[src/rtl/core/cosine_similarity_best_match_macros.svh]
`ifndef COSINE_SIMILARITY_BEST_MATCH_MACROS_SVH
`define COSINE_SIMILARITY_BEST_MATCH_MACROS_SVH

// antecedent implies consequent in the same cycle
`define CSBM_ASSERT_NOW(lbl, ante, cons, msg) \
  lbl: assert property (@(posedge clk) disable iff (!rst_n) (ante) |-> (cons)) else $error(msg);

// antecedent implies consequent in the next cycle
`define CSBM_ASSERT_NEXT(lbl, ante, cons, msg) \
  lbl: assert property (@(posedge clk) disable iff (!rst_n) (ante) |=> (cons)) else $error(msg);

`endif

[src/rtl/core/csbm_pkg.sv]
package csbm_pkg;

  localparam int MAX_DIM    = 1024;
  localparam int ADDR_W     = $clog2(MAX_DIM);
  localparam int LEN_W      = 11;
  localparam int ELEM_W     = 16;
  localparam int IDX_W      = 16;
  localparam int DOT_W      = 42;
  localparam int MAG_W      = 41;
  localparam int ROOT_W     = 21;
  localparam int DEN_W      = 2 * ROOT_W;
  localparam int FRAC_W     = 15;
  localparam int NUM_W      = DOT_W + FRAC_W;
  localparam int SQRT_STEPS = ROOT_W;
  localparam int DIV_STEPS  = NUM_W;
  localparam int CNT_W      = 6;
  localparam logic [LEN_W-1:0] LEN_RESET = LEN_W'(MAX_DIM);

  typedef enum logic [3:0] {
    S_IDLE,
    S_RD,
    S_MUL,
    S_ACC,
    S_SQ_LD_Q,
    S_SQ_Q,
    S_SQ_LD_C,
    S_SQ_C,
    S_DEN,
    S_DIV_LD,
    S_DIV,
    S_FIN
  } csbm_state_t;

  typedef struct packed {
    logic accept;
    logic mul;
    logic acc;
    logic sq_load;
    logic sq_src_c;
    logic sq_step;
    logic rq_latch;
    logic den;
    logic div_load;
    logic div_step;
    logic fin;
  } csbm_cmd_t;

  typedef struct packed {
    logic is_cand;
    logic is_final;
    logic out_free;
  } csbm_status_t;

endpackage

[src/rtl/core/csbm_ctrl.sv]
module csbm_ctrl
  import csbm_pkg::*;
(
  input  logic         clk,
  input  logic         rst_n,
  input  logic         in_tvalid,
  output logic         in_tready,
  input  csbm_status_t status,
  output csbm_cmd_t    cmd
);

  csbm_state_t state_r, state_nxt;
  logic [CNT_W-1:0] cnt_r, cnt_nxt;

  always_ff @(posedge clk) begin
    if (!rst_n) begin
      state_r <= S_IDLE;
      cnt_r   <= '0;
    end else begin
      state_r <= state_nxt;
      cnt_r   <= cnt_nxt;
    end
  end

  // next state
  always_comb begin
    state_nxt = state_r;
    cnt_nxt   = cnt_r;
    unique case (state_r)
      S_IDLE:    if (in_tvalid) state_nxt = S_RD;
      S_RD:      state_nxt = S_MUL;
      S_MUL:     state_nxt = S_ACC;
      S_ACC:     state_nxt = (status.is_cand && status.is_final) ? S_SQ_LD_Q : S_IDLE;
      S_SQ_LD_Q: begin
        state_nxt = S_SQ_Q;
        cnt_nxt   = '0;
      end
      S_SQ_Q: begin
        cnt_nxt = cnt_r + 1'b1;
        if (cnt_r == CNT_W'(SQRT_STEPS - 1)) state_nxt = S_SQ_LD_C;
      end
      S_SQ_LD_C: begin
        state_nxt = S_SQ_C;
        cnt_nxt   = '0;
      end
      S_SQ_C: begin
        cnt_nxt = cnt_r + 1'b1;
        if (cnt_r == CNT_W'(SQRT_STEPS - 1)) state_nxt = S_DEN;
      end
      S_DEN:     state_nxt = S_DIV_LD;
      S_DIV_LD: begin
        state_nxt = S_DIV;
        cnt_nxt   = '0;
      end
      S_DIV: begin
        cnt_nxt = cnt_r + 1'b1;
        if (cnt_r == CNT_W'(DIV_STEPS - 1)) state_nxt = S_FIN;
      end
      S_FIN:     if (status.out_free) state_nxt = S_IDLE;
      default:   state_nxt = S_IDLE;
    endcase
  end

  // outputs
  always_comb begin
    cmd       = '0;
    in_tready = 1'b0;
    unique case (state_r)
      S_IDLE: begin
        in_tready  = 1'b1;
        cmd.accept = in_tvalid;
      end
      S_RD:      cmd.mul = 1'b1;
      S_MUL:     cmd.acc = 1'b1;
      S_ACC:     ;
      S_SQ_LD_Q: cmd.sq_load = 1'b1;
      S_SQ_Q:    cmd.sq_step = 1'b1;
      S_SQ_LD_C: begin
        cmd.sq_load  = 1'b1;
        cmd.sq_src_c = 1'b1;
        cmd.rq_latch = 1'b1;
      end
      S_SQ_C:    cmd.sq_step = 1'b1;
      S_DEN:     cmd.den = 1'b1;
      S_DIV_LD:  cmd.div_load = 1'b1;
      S_DIV:     cmd.div_step = 1'b1;
      S_FIN:     cmd.fin = status.out_free;
      default:   ;
    endcase
  end

  `include "cosine_similarity_best_match_macros.svh"

  `CSBM_ASSERT_NEXT(a_accept_reads, cmd.accept, state_r == S_RD, "accept not followed by read")
  `CSBM_ASSERT_NOW(a_sq_cnt, state_r == S_SQ_Q || state_r == S_SQ_C, cnt_r < CNT_W'(SQRT_STEPS), "sqrt count overrun")
  `CSBM_ASSERT_NOW(a_div_cnt, state_r == S_DIV, cnt_r < CNT_W'(DIV_STEPS), "divide count overrun")
  `CSBM_ASSERT_NEXT(a_fin_idle, cmd.fin, state_r == S_IDLE, "finish did not return to idle")

endmodule

[config.mk]
export PLATFORM = sky130hd
export DESIGN_NAME = csbm_ctrl
export DESIGN_NICKNAME = d
export VERILOG_FILES = /design/src/rtl/core/csbm_pkg.sv /design/src/rtl/core/csbm_ctrl.sv
export VERILOG_INCLUDE_DIRS = /design/src /design/src/rtl/core
export SDC_FILE = /design/constraint.sdc
export NUM_CORES = 1
export LEC_CHECK = 0
export BUFFER_PORTS_ARGS = -buffer_cell sky130_fd_sc_hd__buf_2
export CAP_MARGIN = 20
export CORE_MARGIN = 3
export CORE_UTILIZATION = 45
export DETAILED_ROUTE_END_ITERATION = 7
export GPL_ROUTABILITY_DRIVEN = 0
export PLACE_DENSITY = 0.83
export SYNTH_ARGS = -nofsm -noshare
export SYNTH_HDL_FRONTEND = slang
export SYNTH_SLANG_ARGS = --single-unit
[constraint.sdc]
create_clock -name clk -period 1.6 [get_ports clk]
set_clock_uncertainty 0.15 [all_clocks]
set_input_delay 0.32 -clock clk [delete_from_list [all_inputs] [get_ports clk]]
set_output_delay 0.32 -clock clk [all_outputs]
set_load 0.02 [all_outputs]
==> results.md, run 1 <==
- Synthesized area per cell: 7.65 µm²
- Post-Place Setup Slack: -0.129 ns
- CTS H-tree depth: 1
- Chip height: 45.1 µm
- Initial Util: about half
- Row Count: 13
- # port buffers: 17
- Worst EP kind: primary output
- Post-synth EDFFs: 0
- Largest net degree at the start of global routing: 8
- Post-Synthesis Cells: 90
- Die Span X: 45.1 µm
- Seq/Total Area, Yosys: between 20% and 30%
- FF+latch count, synth: 10
- Share of the synthesized area in the top cell type: 29.1%
- # clock sinks: 10
- Hpwl dp: 1510 µm
- Fail Step: global routing (5_1_grt)
- Cell variety after synth: 36
- Num CTS Buffers: 3
- Outcome: did not finish
- Cell taking the most area after synthesis: dfxtp_1
- IO Pins: 18
- Worst EP post-GRT repair: cmd[10]
- Mapped Area: ~690 µm²
- First error: [ERROR DPL-0038] Utilization greater than 100%, impossible to legalize
- Max Root-Sink Buffers: 2
- Mapped Nets: 98
- Syn. warnings: 0
- Share of flip-flops with an asynchronous set or reset: 0%
- Synth Flop Type: dfxtp_1
- Top cells by count, synth: a21oi_1 (13), dfxtp_1 (10), nand2_1 (8), nor2_1 (5), inv_1 (4)
- Inst Count DP: between 100 and 150
- Root buffer cell: clkbuf_4
- Most numerous cell in the Yosys netlist: a21oi_1
- Top cells by area, synth: dfxtp_1 (29%), a21oi_1 (9.5%), nand2_1 (4.4%), ha_1 (3.6%), nand3b_1 (3.3%)
==> through the flow <==
| step | util, % | TNS (ns) | area, µm² |
|---|---|---|---|
| floorplan | - | -0.187 | 741 |
| global placement | 72.4 | -0.115 | 990 |
| detailed placement | 72.4 | -0.277 | 990 |
| CTS | 86.4 | -1.30 | 1180 |
==> repair_timing <==
item | CTS
cloned | 0
hold buffers | 0
endpoints found under the setup margin | 19
setup buffers | 7
pin swaps | 9
gates resized for setup | 32
==> cell families after synthesis <==
family                   count (synthesis)  share of synthesized area, %
flip-flops                              10                          29.1
adder cells (fa/ha/maj)                  2                          3.64
XOR/XNOR                                 1                          1.27
AND/OR/NAND/NOR                         37                          32.2
buffers and inverters                   11                          6.91
AO/OA/AOI/OAI                           29                          26.9
==> run 2: changes to the inputs <==
CORE_AREA = 3 3 64 66   (was not set)
CORE_MARGIN = not set   (was 3)
CORE_UTILIZATION = not set   (was 45)
DIE_AREA = 0 0 67 69   (was not set)
PLACE_DENSITY = not set   (was 0.83)
PLACE_DENSITY_LB_ADDON = 0.15   (was not set)
clock period = 2.1 ns   (was 1.6 ns; I/O delays follow)
==> run 2 against run 1 <==
  * The run now ends clean
  * Synthesized cell count is the same
  * Synthesized area is the same
==> results.md, run 2 <==
- Outcome: complete, no violations (was did not finish)
- Hold Path Class: primary input to flip-flop
- Seq/Total Area, Yosys: 29.1% (unchanged)
- Psw: about 0.15 mW
- Most frequent cells in the layout: buf_2 (17), a21oi_1 (13), nand2_1 (8), dfxtp_1 (8), nor2_1 (5)
- Cell taking the most area after synthesis: dfxtp_1 (unchanged)
- Setup Viol. Count Final: 0
- Cell variety after synth: 36 (unchanged)
- Most common cell after layout, fill and taps aside: buf_2
- Post-synth EDFFs: 0 (unchanged)
- Slew HR: 76.4%
- Pwr per Cell Area: 620 mW/mm²
- # clock sinks: 10 (unchanged)
- Largest net degree at the start of global routing: 16
- Die Span X: 67 µm (was 45.1 µm)
- Hpwl dp: 1370 µm (was 1510 µm)
- Core area: 0.00363 mm²
- Post-CTS Resized: 0 (was 32)
- Initial Util: 18.9% (was 50.4%)
- Final TNS setup: 0 ns
- Drt drc: 0
- Clk pwr share: 43.5%
- IO Pins: 18 (unchanged)
- Top Registers: cnt_r (6), state_r (4)
- Die area: 0.00462 mm²
- Row Count: 22 (was 13)
- FMAX: 521 MHz
- Share of flip-flops with an asynchronous set or reset: 0% (unchanged)
- Layout area overhead: 31.1%
- Crit-path max FO: 10
- Grt ovf: 0
- FF+latch count, synth: 10 (unchanged)
- Num CTS Buffers: 3 (unchanged)
- DRT iter0 DRCs: 20
- Combinational power share: between 10% and 20%
- Fin nets: 119
- Crit path kind: flip-flop to output port
- Diode count: 0
- Final ANT Viol Nets: 0
- Pleak: 0.378 nW
- Max-Cap Viols: 0
- CTS Hold Bufs: 0 (unchanged)
- Root buffer cell: clkbuf_8 (was clkbuf_4)
- Crit path capture type: output port
- Final period util: between 90% and 100%
- # port buffers: 17 (unchanged)
- Final hold slack: 0.283 ns
- GRT Util Overall: roughly 8.1%
- Post-Synthesis Cells: 90 (unchanged)
- Via count: 722
- Top cells by area, synth: dfxtp_1 (29%), a21oi_1 (9.5%), nand2_1 (4.4%), ha_1 (3.6%), nand3b_1 (3.3%) (unchanged)
- Slew Viols, Final: 0
- Max Root-Sink Buffers: 2 (unchanged)
- Tightest Pin Transition: 0.354 ns
- First-pass GRT wire length: 2900 µm
- Most numerous cell in the Yosys netlist: a21oi_1 (unchanged)
- Synth Flop Type: dfxtp_1 (unchanged)
- Post-CTS setup buffer count: 0 (was 7)
- CTS H-tree depth: 1 (unchanged)
- Maximum VDD drop: 0.209 mV
- Syn. warnings: 0 (unchanged)
- Hold Violations, Final: 0
- Share of the synthesized area in the top cell type: 29.1% (unchanged)
- Clock-pin slew on the worst setup and hold paths: about 0.05 ns
- Clock Latency Late Sink: 0.24 ns
- Synthesized area per cell: 7.65 µm² (unchanged)
- First-pass iteration count of the detailed router: 4
- Via/cell ratio: 4.57
- P_int: just over 0.4 mW
- CTS tree: built
- Vias in the first global route: about 650
- Initial antenna violation count: 0
- Top reg by flops: cnt_r
- WL per Instance: ~11 µm
- RSZ-0062 raised after global routing: false
- Crit path time final: ~1.9 ns
- Mapped Nets: 98 (unchanged)
- Mapped Area: 688 µm² (unchanged)
- Sequential power share: 38.0%
- Sw Share: 27.0%
- Final wirelength: 1760 µm
- CP required: ~1.5 ns
- Chip height: 69 µm (was 45.1 µm)
- Largest register FFs: 6
- Top cells by count, synth: a21oi_1 (13), dfxtp_1 (10), nand2_1 (8), nor2_1 (5), inv_1 (4) (unchanged)
- Share of cells above drive strength 1: 29.1%
- Worst setup SP type: flip-flop
- Critical Path AT: about 1.4 ns
-- run 2: cell counts after synthesis --
No cell type changed its count.
-- run 2: area by class of cell --
| type | instances | area (µm²) |
|---|---|---|
| fill | 419 | 2730 |
| sequential | 10 | 203 |
| multi-input combinational | 69 | 447 |
| clock buffer | 4 | 55.1 |
| timing repair buffer | 21 | 115 |
| tap | 48 | 60.1 |
| inverter | 6 | 22.5 |
-- run 2: kinds of logic after synthesis --
kind of cell	share of synthesized area, %
adder cells (fa/ha/maj)	3.64
flip-flops	29.1
XOR/XNOR	1.27
AO/OA/AOI/OAI	26.9
AND/OR/NAND/NOR	32.2
buffers and inverters	6.91
-- run 2: worst paths after layout --
path                                               from                      end  slack [ns]  cells after the start
worst max-delay path            state_r[0]$_SDFFE_PN0P_                   cmd[4]        0.18                      4
worst max register to register  state_r[0]$_SDFFE_PN0P_  state_r[0]$_SDFFE_PN0P_        0.27                      5
worst min register to register    cnt_r[4]$_SDFFE_PN0P_    cnt_r[4]$_SDFFE_PN0P_        0.35                      1
worst min-delay path                              rst_n  state_r[2]$_SDFFE_PN0P_        0.28                      2
-- run 2: power groups by stage --
stage	clock network (mW)	registers, mW	logic, mW
finish	0.243	0.213	0.104
global placement	0	0.217	0.104
detailed placement	0	0.217	0.105
global route	0.259	0.216	0.113
CTS	0.247	0.213	0.105
floorplan	0	0.206	0.0787
-- run 2: metrics by stage --
| step | setup WS [ns] | total power [mW] | instance area [µm²] | std cells | utilization, % |
|---|---|---|---|---|---|
| global placement | 0.252 | 0.321 | 845 | 154 | 23.2 |
| floorplan | 0.147 | 0.285 | 694 | 90 | - |
| finish | 0.181 | 0.560 | 902 | 158 | 24.8 |
| CTS | 0.0873 | 0.564 | 900 | 158 | 24.8 |
| global route | 0.0737 | 0.588 | 902 | 158 | 24.8 |
| detailed placement | 0.265 | 0.321 | 845 | 154 | 23.2 |
-- run 2: worst max-delay path: stages, from the launching register on --
cell	delay, ns
dfxtp_1	0.53
buf_4	0.21
nor2_1	0.06
and2_1	0.16
buf_2	0.15
-- run 2: routing by layer --
metal	GRT usage (%)	vias up	part of all wire (%)
met5	0	-	0
met4	4.73	0	2.2
met3	1.47	5	3.3
met2	13.2	17	49
met1	9.71	332	46
li1	-	368	-
No activity file was read; power rests on OpenSTA's default activity.
==> run 3: changes to the inputs <==
PLACE_DENSITY = 0.33   (was not set)
PLACE_DENSITY_LB_ADDON = not set   (was 0.15)
==> run 3 against run 2 <==
  * Sequential power is essentially flat
  * Clock-buffer cell count unchanged
  * Critical endpoint is now cmd[9]
  * Highest routed layer unchanged
  * Critical path type unchanged
  * First-iteration DRC count rose to 3.0 times the previous value
  * Largest power group unchanged
==> results.md, run 3 (same netlist as run 2, synthesis figures left out) <==
- Clock-pin slew on the worst setup and hold paths: 0.05 ns (about the same)
- Max Root-Sink Buffers: 2 (unchanged)
- Maximum VDD drop: 0.174 mV (was 0.209 mV)
- Chip height: 69 µm (unchanged)
- FF-to-FF Start: state_r[0]$_SDFFE_PN0P_ (unchanged)
- DRT iter0 DRCs: 59 (was 20)
- Top Registers: cnt_r (6), state_r (4) (unchanged)
- Crit-path max FO: 10 (unchanged)
- Diode count: 0 (unchanged)
- Worst setup startpoint: state_r[0]$_SDFFE_PN0P_ (unchanged)
- Top reg by flops: cnt_r (unchanged)
- Hpwl dp: 1360 µm (was 1370 µm)
- Final TNS setup: 0 ns (unchanged)
- Final ANT Viol Nets: 0 (unchanged)
- Slew Viols, Final: 0 (unchanged)
- Most frequent cells in the layout: buf_2 (17), a21oi_1 (13), dfxtp_1 (9) (was buf_2 (17), a21oi_1 (13), nand2_1 (8), dfxtp_1 (8), nor2_1 (5))
- Crit path kind: flip-flop to output port (unchanged)
- Pleak: 0.383 nW (was 0.378 nW)
- Die area: 0.00462 mm² (unchanged)
- RSZ-0062 raised after global routing: false (unchanged)
- Outcome: complete, no violations (unchanged)
- Vias in the first global route: 658 (was 651)
- Share of cells above drive strength 1: 28.8% (was 29.1%)
- Root buffer cell: clkbuf_8 (unchanged)
- Row Count: 22 (unchanged)
- FMAX: 514 MHz (was 521 MHz)
- CTS tree: built (unchanged)
- CTS H-tree depth: 1 (unchanged)
- Largest net degree at the start of global routing: 14 (was 16)
- GRT Util Overall: 8.53% (was 8.13%)
- First-pass iteration count of the detailed router: 4 (unchanged)
- # port buffers: 17 (unchanged)
- Flop-to-flop setup slack: 0.23 ns (was 0.27 ns)
- Slew HR: 71.3% (was 76.4%)
- Via count: 731 (was 722)
- Max-Cap Viols: 0 (unchanged)
- Drt drc: 0 (unchanged)
- Grt ovf: 0 (unchanged)
- Largest register FFs: 6 (unchanged)
- Pwr per Cell Area: 615 mW/mm² (was 620 mW/mm²)
- CP endpoint: cmd[9] (was cmd[4])
- Tightest Pin Transition: 0.430 ns (was 0.354 ns)
- Met3 WL: 69 µm (was 58 µm)
- Post-Place Setup Slack: 0.251 ns (was 0.265 ns)
- Hold Violations, Final: 0 (unchanged)
- R2R cell count: 5 (unchanged)
- Reg-to-reg endpoint: state_r[0]$_SDFFE_PN0P_ (unchanged)
- Final worst slack: 0.156 ns (was 0.181 ns)
- Crit path time final: 1.94 ns (was 1.92 ns)
- Inst Count DP: 155 (was 154)
- Met2 wire length: 834 µm (was 860 µm)
- Final period util: 92.6% (was 91.4%)
- Fin cells: 159 (was 158)
- Setup Viol. Count Final: 0 (unchanged)
- Initial antenna violation count: 0 (unchanged)
- Fin nets: 120 (was 119)
- # clock sinks: 10 (unchanged)
- Die Span X: 67 µm (unchanged)
- IO Pins: 18 (unchanged)
- Final wirelength: 1770 µm (was 1760 µm)
- CTS Hold Bufs: 0 (unchanged)
- Layout area overhead: 32.0% (was 31.1%)
- Initial Util: 18.9% (unchanged)
- Via/cell ratio: 4.60 (was 4.57)
- Most common cell after layout, fill and taps aside: buf_2 (unchanged)
- Final hold slack: 0.275 ns (was 0.283 ns)
- Num CTS Buffers: 3 (unchanged)
- Core area: 0.00363 mm² (unchanged)
- First-pass GRT wire length: 3110 µm (was 2900 µm)
- CP required: 1.53 ns (about the same)
- Top Metal Used: met4 (unchanged)
- Crit path capture type: output port (unchanged)
- Hold Path Class: primary input to flip-flop (unchanged)
- Clock Latency Late Sink: 0.24 ns (about the same)
- Critical Path AT: 1.37 ns (was 1.35 ns)
- WL per Instance: 11.1 µm (about the same)
- WL met1: 832 µm (was 800 µm)
- Worst setup SP type: flip-flop (unchanged)
[run 3: changes by cell type in the layout (fill, tap and decap cells not counted), sizes merged]
cell  delta
buf      +1
[run 3: critical path: stages, from the launching register on]
cell and delay (ns):
dfxtp_1 0.52, buf_4 0.21, nand2b_1 0.09, nor3_1 0.13
buf_2 0.19
[run 3: area by class of cell]
type / count / area, µm²
fill: 410 / 2730
multi-input combinational: 69 / 447
sequential: 10 / 201
timing repair buffer: 22 / 123
tap: 48 / 60.1
clock buffer: 4 / 55.1
inverter: 6 / 22.5
[run 3: per-layer routing]
layer / global-route usage [%] / up-vias
li1: - / 375
met1: 11.8 / 333
met2: 12.3 / 18
met3: 1.79 / 5
met4: 4.05 / 0
met5: 0 / -
[run 3: repair_timing]
| action | CTS | global route |
|---|---|---|
| endpoints found under the setup margin | 0 | 1 |
| buffers inserted | 0 | 0 |
| resized for setup | 0 | 1 |
[run 3: worst min path at each step]
stage                                     start                       to  slack [ns]  depth (start not counted)
after global placement    cnt_r[4]$_SDFFE_PN0P_    cnt_r[4]$_SDFFE_PN0P_        0.34                          1
after global routing                      rst_n  state_r[2]$_SDFFE_PN0P_        0.29                          2
final                                     rst_n  state_r[2]$_SDFFE_PN0P_        0.28                          2
after CTS                                 rst_n  state_r[2]$_SDFFE_PN0P_        0.27                          2
after floorplan           cnt_r[4]$_SDFFE_PN0P_    cnt_r[4]$_SDFFE_PN0P_        0.31                          1
after detailed placement  cnt_r[4]$_SDFFE_PN0P_    cnt_r[4]$_SDFFE_PN0P_        0.34                          1
[run 3: stage by stage]
stage	util (%)	cell area, µm²	total power [mW]
floorplan	-	694	0.285
CTS	25.0	907	0.567
finish	25.0	908	0.559
global placement	23.5	852	0.320
global route	25.0	908	0.589
detailed placement	23.5	852	0.319
[run 3: power by group]
part	switching (mW)	total, mW	internal [mW]	leakage, nW
Sequential	0.0183	0.215	0.196	0.0815
Clock	0.0798	0.245	0.165	0.0288
Combinational	0.0547	0.0989	0.0442	0.273
